==> src/rtl/core/layer_timing_monitor_prefetch_core_assert.svh <==
// Assertion macros for the layer timing monitor prefetch core.
// Define ASSERT_OFF to compile every assertion away.
`ifndef LAYER_TIMING_MONITOR_PREFETCH_CORE_ASSERT_SVH
`define LAYER_TIMING_MONITOR_PREFETCH_CORE_ASSERT_SVH
`ifndef ASSERT_OFF
`define LTM_ASSERT(label, clk, rst_n, prop, msg) \
	label: assert property (@(posedge clk) disable iff (!rst_n) prop) else $error(msg);
`define LTM_ASSERT_NEVER(label, clk, rst_n, cond, msg) \
	label: assert property (@(posedge clk) disable iff (!rst_n) !(cond)) else $error(msg);
`else
`define LTM_ASSERT(label, clk, rst_n, prop, msg)
`define LTM_ASSERT_NEVER(label, clk, rst_n, cond, msg)
`endif
`endif

==> src/rtl/core/ltmp_pkg.sv <==
// Package for the layer timing monitor prefetch core.
// Types, codes and constants shared by controller, datapath and top level.
`timescale 1ns / 1ps
package ltmp_pkg;
	localparam int unsigned MAX_LAYERS_DEF = 256;
	localparam int unsigned TIME_BITS_DEF  = 48;
	localparam int unsigned EMA_W          = 56;
	localparam logic [EMA_W-1:0] ONE_MS_Q8 = 56'd256000000;
	localparam logic [EMA_W-1:0] TEN_MS_Q8 = 56'd2560000000;
	localparam logic [16:0] ALPHA_ONE      = 17'd65536;

	typedef enum logic [2:0] {
		CMD_START    = 3'd0,
		CMD_END      = 3'd1,
		CMD_ABORT    = 3'd2,
		CMD_PREFETCH = 3'd3,
		CMD_QUERY    = 3'd4
	} cmd_e;

	typedef enum logic [1:0] {
		REG_NUM_LAYERS = 2'd0,
		REG_EMA_ALPHA  = 2'd1,
		REG_EPOCH      = 2'd2
	} reg_e;

	typedef enum logic [1:0] {
		ST_IDLE     = 2'd0,
		ST_RUNNING  = 2'd1,
		ST_COMPLETE = 2'd2,
		ST_ABORTED  = 2'd3
	} status_e;

	typedef enum logic [2:0] {
		S_CLEAR, S_IDLE, S_READ, S_EXEC, S_BLEND, S_WRITE, S_OUT
	} fsm_e;

	typedef struct packed {
		logic [2:0]  command;
		logic [7:0]  layer_index;
		logic [47:0] duration_ns;
		logic [47:0] timestamp_ns;
	} in_item_t;

	typedef struct packed {
		logic        accepted;
		logic        should_prefetch;
		logic        lead_distance;
		logic [1:0]  prefetch_priority;
		logic [32:0] deadline_epoch;
		logic [1:0]  layer_status;
		logic [47:0] ema_out_ns;
		logic [47:0] min_out_ns;
		logic [47:0] max_out_ns;
		logic [63:0] total_out_ns;
		logic [31:0] invalid_count_out;
		logic [31:0] decision_count_out;
	} out_item_t;

	typedef struct packed {
		logic clr_step;
		logic rd;
		logic exec;
		logic blend;
		logic wr;
		logic out_load;
	} dp_cmd_t;

	typedef struct packed {
		logic clr_done;
	} dp_sts_t;
endpackage

==> src/rtl/core/ltmp_ctrl.sv <==
// Controller state machine of the layer timing monitor prefetch core.
// Depends on ltmp_pkg; drives the datapath by dp_cmd_t.
`timescale 1ns / 1ps
module ltmp_ctrl
	import ltmp_pkg::*;
(
	input  logic    clk,
	input  logic    arst_n,
	input  logic    in_valid,
	output logic    in_ready,
	output logic    out_valid,
	input  logic    out_ready,
	input  dp_sts_t sts,
	output dp_cmd_t cmd
);
	fsm_e state_q, state_d;
	logic out_valid_q;

	always_ff @(posedge clk or negedge arst_n) begin
		if (!arst_n) begin
			state_q     <= S_CLEAR;
			out_valid_q <= 1'b0;
		end else begin
			state_q <= state_d;
			if (cmd.out_load) out_valid_q <= 1'b1;
			else if (out_ready) out_valid_q <= 1'b0;
		end
	end

	assign out_valid = out_valid_q;

	always_comb begin
		state_d  = state_q;
		cmd      = '0;
		in_ready = 1'b0;
		unique case (state_q)
			S_CLEAR: begin
				cmd.clr_step = 1'b1;
				if (sts.clr_done) state_d = S_IDLE;
			end
			S_IDLE: begin
				in_ready = 1'b1;
				if (in_valid) begin
					cmd.rd  = 1'b1;
					state_d = S_READ;
				end
			end
			S_READ: begin
				cmd.exec = 1'b1;
				state_d  = S_EXEC;
			end
			S_EXEC: begin
				cmd.blend = 1'b1;
				state_d   = S_BLEND;
			end
			S_BLEND: begin
				cmd.wr  = 1'b1;
				state_d = S_WRITE;
			end
			S_WRITE: begin
				if (!out_valid_q || out_ready) begin
					cmd.out_load = 1'b1;
					state_d      = S_IDLE;
				end
			end
			default: state_d = S_IDLE;
		endcase
	end
endmodule

==> config.mk <==
export PLATFORM = sky130hd
export DESIGN_NAME = ltmp_ctrl
export DESIGN_NICKNAME = d
export VERILOG_FILES = /design/src/rtl/core/layer_timing_monitor_prefetch_core_assert.svh /design/src/rtl/core/ltmp_pkg.sv /design/src/rtl/core/ltmp_ctrl.sv
export SDC_FILE = /design/constraint.sdc
export NUM_CORES = 1
export LEC_CHECK = 0
export CORE_AREA = 2 2 39 41
export DETAILED_ROUTE_END_ITERATION = 10
export DIE_AREA = 0 0 41 43
export DONT_BUFFER_PORTS = 1
export GPL_TIMING_DRIVEN = 0
export PLACE_DENSITY = 0.3
export REMOVE_ABC_BUFFERS = 1
export SYNTH_ARGS = -nofsm -noshare
export SYNTH_HDL_FRONTEND = slang
export SYNTH_SLANG_ARGS = --single-unit
==> constraint.sdc <==
create_clock -name clk -period 1.7 [get_ports clk]
set_input_delay 0.17 -clock clk [delete_from_list [all_inputs] [get_ports clk]]
set_output_delay 0.17 -clock clk [all_outputs]
set_load 0.01 [all_outputs]
Word-level counts from Yosys, hierarchy flattened
Index checks and enable logic that the tools add are counted.
Storage, ports and cells
  bits in registers: 4
  word-level logic and storage cells: 30
  input bits: 5
  output and inout bits: 8
Cells by class
  mux-type cells: 15
  equality and inequality tests: 8
  reductions and logical operators: 5
Operator list (number)
  3-bit one-hot mux with 6 select lines: 1
  1-bit two-way mux: 11
  3-bit two-way mux: 3
  3-bit by 2-bit == test with 1-bit output, second input constant: 2
  3-bit == test, second input constant: 2
  2-bit != test, second input constant: 3
  3-bit by 1-bit == test with 1-bit output, second input constant: 1
  3-bit logical NOT: 1
  3-bit AND reduction: 1
  2-bit nonzero test: 1
  1-bit logical NOT: 1
  1-bit logical OR: 1

Logic depth before layout (Yosys ltp)
  depth in word-level cells: 5
  mapped depth: 4
  mapped depth without buffers: 3

Least setup slack after synthesis
No wires, ideal clock.
  path type: flip-flop to output port
  start point: reg state_q[2]
  end point: out cmd[4] (netlist bit)
  cell stages (with the launch flop): 4
  data required time: 1.530 ns
  path slack: 0.413 ns
  data arrival time: 1.117 ns
  buffers on the path: 1
  cells stage by stage: dfrtp_1 > clkbuf_1 > nor3b_1 > and2_1
RTL lines
  start, declared: RTL line ltmp_ctrl.sv:16  | fsm_e state_q, state_d;
  start signal, assigned: RTL line ltmp_ctrl.sv:24  | state_q <= state_d;
  end, declared: RTL line ltmp_ctrl.sv:14  | output dp_cmd_t cmd

==> out/results.ini <==
[outcome]
run_status=finished, final reports clean

[finish]
drive_above_1_share_pct=17.86
mostFrequentLayoutCells=dfrtp_1, nor2_1, nand2_1, clkbuf_4, nand2b_1
multiInputGateArea_um2=121.4
register_area_um2=100.1
fill_cells=160
most_common_library_cell_in_the_layout_ignoring_fill_and_taps=dfrtp_1
utilization_pct=19.80
antennaDiodeCount=0
relative_area_change_from_synthesis_to_final_layout_pct=15.87
postLayoutCellArea_um2=274.0
nNetsFinal=35

[sta]
fmax_ghz=0.6786
min_period_over_period_pct=86.68
timing.slew.headroom_pct=74.49
setup_violations=0
period_minus_slack_ps=1474
totalNegativeSetupSlack_ps=0
maxSlewViolCount=0
finClkSkew_ps=1.297
hold_viol=0
worst_pin_slew_ps=381.9
rsz_0062_raised_after_global_routing=false

[yosys]
synth_warnings=0
mappedNetlistArea_um2=236.5
synth_top_family_by_area=simple AND/OR/NAND/NOR gates
synth_mux_area_share_pct=4.762
synth_sequential_area_ratio_pct=42.33
post-synth-top-area-cell=dfrtp_1
synth_simple_gate_area_share_pct=37.04
syn-instance-count=27
syn_avg_cell_area_um2=8.758
synth_compound_area_share_pct=7.407
yosys.cell_types.count=18
synth_top_cells_by_area=dfrtp_1, nor3b_1, nand2b_1
synth_adder_area_share_pct=0
synth_top_cell_area_share_pct=42.33
postSynthRegisterBits=4
synth-xor-area-share_pct=0

[floorplanning]
initial_cell_density_of_the_core_pct=17.09
io_pins=13
chipHeight_um=43
dieWidth_um=41
design.die.area_um2=1763
floorplan.rows=14
core-area_um2=1384

[worst_hold_path]
worstHoldPathCells=2
min_delay_worst_endpoint=state_q[0]$_DFFE_PN0P_
hold_start=sts
hold_class=in2reg

[cts]
worst_skew_pair.late_latency_ps=230
cts_made_buffers=3
clk_pin_slew_ps=40
cts_root_buffer=clkbuf_4
clock_sink_count=4
clock_path_buffers=2
h-tree-depth=1
tritoncts=done

[setup_path]
critical_path.slowest_cell=dfrtp_1
cp_bufs_invs=0
cp_cell_sequence=nor3b_2, and2_1
critPathTopFamily=simple AND/OR/NAND/NOR gates
r2r.worst_path.cells=2
worst_r2r_setup_slack_ps=540
path_class=reg2out
arrival_ps=1300
critPathRequiredTime_ps=1530
worstReg2RegEnd=state_q[0]$_DFFE_PN0P_
startpoint_of_the_lowest_slack_register_to_register_path=state_q[0]$_DFFE_PN0P_
cp_max_fanout=11
cp-start-kind=flip-flop
end_kind=primary output
critPathMaxStageDelay_ps=500

[placed_design]
detailed_place.area_um2=236.5
total_of_buffers_placed_on_input_and_output_ports=0
globalplace.congestion=0.5665
dp_hpwl_um=383.9

[routing]
ant_nets=0
via_count=184
drtIter0Drc=1
route.detailed.wl_per_inst_um=11.84
routed_via_density=4.182
finalWirelength_um=521
drt_drc_violations_left=0
drt_pass1_iterations=2

[global_route]
grt_remaining_overflow=0
groute.usage.overall_pct=7.677
antenna_found_initial=0
first_global_vias=201
grt_max_degree=12
global_route_wire_length_before_repair_um=841

[power]
power.density_cell_area_nw_per_um2=1857
ir_worst_vdd_mv=0.3049
report.power.total_mw=0.5090
static_leakage_nw=0.1206

[run]
drv.max_cap_violation_count=0

-- kinds of logic (layout without fill, tap and decap cells) --
| kind of cell | count (synthesis) | after routing |
|---|---|---|
| muxes | 1 | 1 |
| DFF | 4 | 4 |
| and+or+nand+nor | 16 | 16 |
| buffers and inverters | 3 | 4 |
| AOI/OAI and AO/OA | 3 | 3 |
-- synthesized netlist by cell type --
library cell  instances
and2_1                1
nor2_1                3
a21oi_1               1
nand2b_1              2
nand2_1               3
a21o_1                1
buf_6                 1
nor3_1                1
nor2b_1               1
nand3b_1              1
or3_1                 1
buf_2                 1
clkbuf_1              1
dfrtp_1               4
nor3b_1               2
mux2_2                1
o21ai_0               1
or2_1                 1
-- metrics by stage --
stage | setup slack, ps | cells | hold WS, ps
2_1_floorplan | 467.1 | 24 | -125.6
3_3_place_gp | 351.0 | 40 | -125.5
3_5_place_dp | 334.5 | 40 | -125.5
4_1_cts | 79.03 | 44 | 159.7
5_1_grt | 129.1 | 44 | 190.0
6_report | 226.4 | 44 | 158.5
-- per-layer routing --
layer | part of all wire (%) | track usage [%] | vias to the layer above | routed length (um)
li1 | - | - | 90 | -
met1 | 39 | 8.525 | 88 | 201
met2 | 51 | 10.63 | 6 | 267
met3 | 10 | 3.665 | 0 | 52
met4 | 0 | 6.000 | 0 | 0
met5 | 0 | 0 | - | 0
-- cell type report --
class	instances	share of cell area [%]
multi-input combinational	20	44.29
timing repair buffer	1	3.653
sequential	4	36.53
tap	16	7.306
clock buffer	3	8.219
-- worst max path at each step --
| stage | start | end | slack (ps) | cells past startpoint |
|---|---|---|---|---|
| global route | state_q[0]$_DFFE_PN0P_ | cmd[4] | 130 | 2 |
| floorplan | state_q[0]$_DFFE_PN0P_ | cmd[4] | 470 | 2 |
| CTS | state_q[0]$_DFFE_PN0P_ | cmd[4] | 80 | 2 |
| finish | state_q[0]$_DFFE_PN0P_ | cmd[4] | 230 | 2 |
| detailed placement | state_q[0]$_DFFE_PN0P_ | cmd[4] | 330 | 2 |
| global placement | state_q[0]$_DFFE_PN0P_ | cmd[4] | 350 | 2 |
-- registers in the layout (all words and copies together) (netlist names) --
signal     count
state_q        3
out_valid      1
-- what timing repair did --
action | in CTS | in global routing
resized for setup | 0 | 1
hold buffers | 1 | 0
endpoints found under the setup margin | 0 | 1
setup buffers | 0 | 0
hold endpoints to repair | 4 | 0
-- power by group --
part	internal [mW]	switching [mW]	leakage, nW
registers	0.136	0.0814	0.0504
logic	0.0808	0.0924	0.0564
clock network	0.0790	0.0397	0.0138
total	0.295	0.214	0.121
Power figures use the tool's default switching activity.
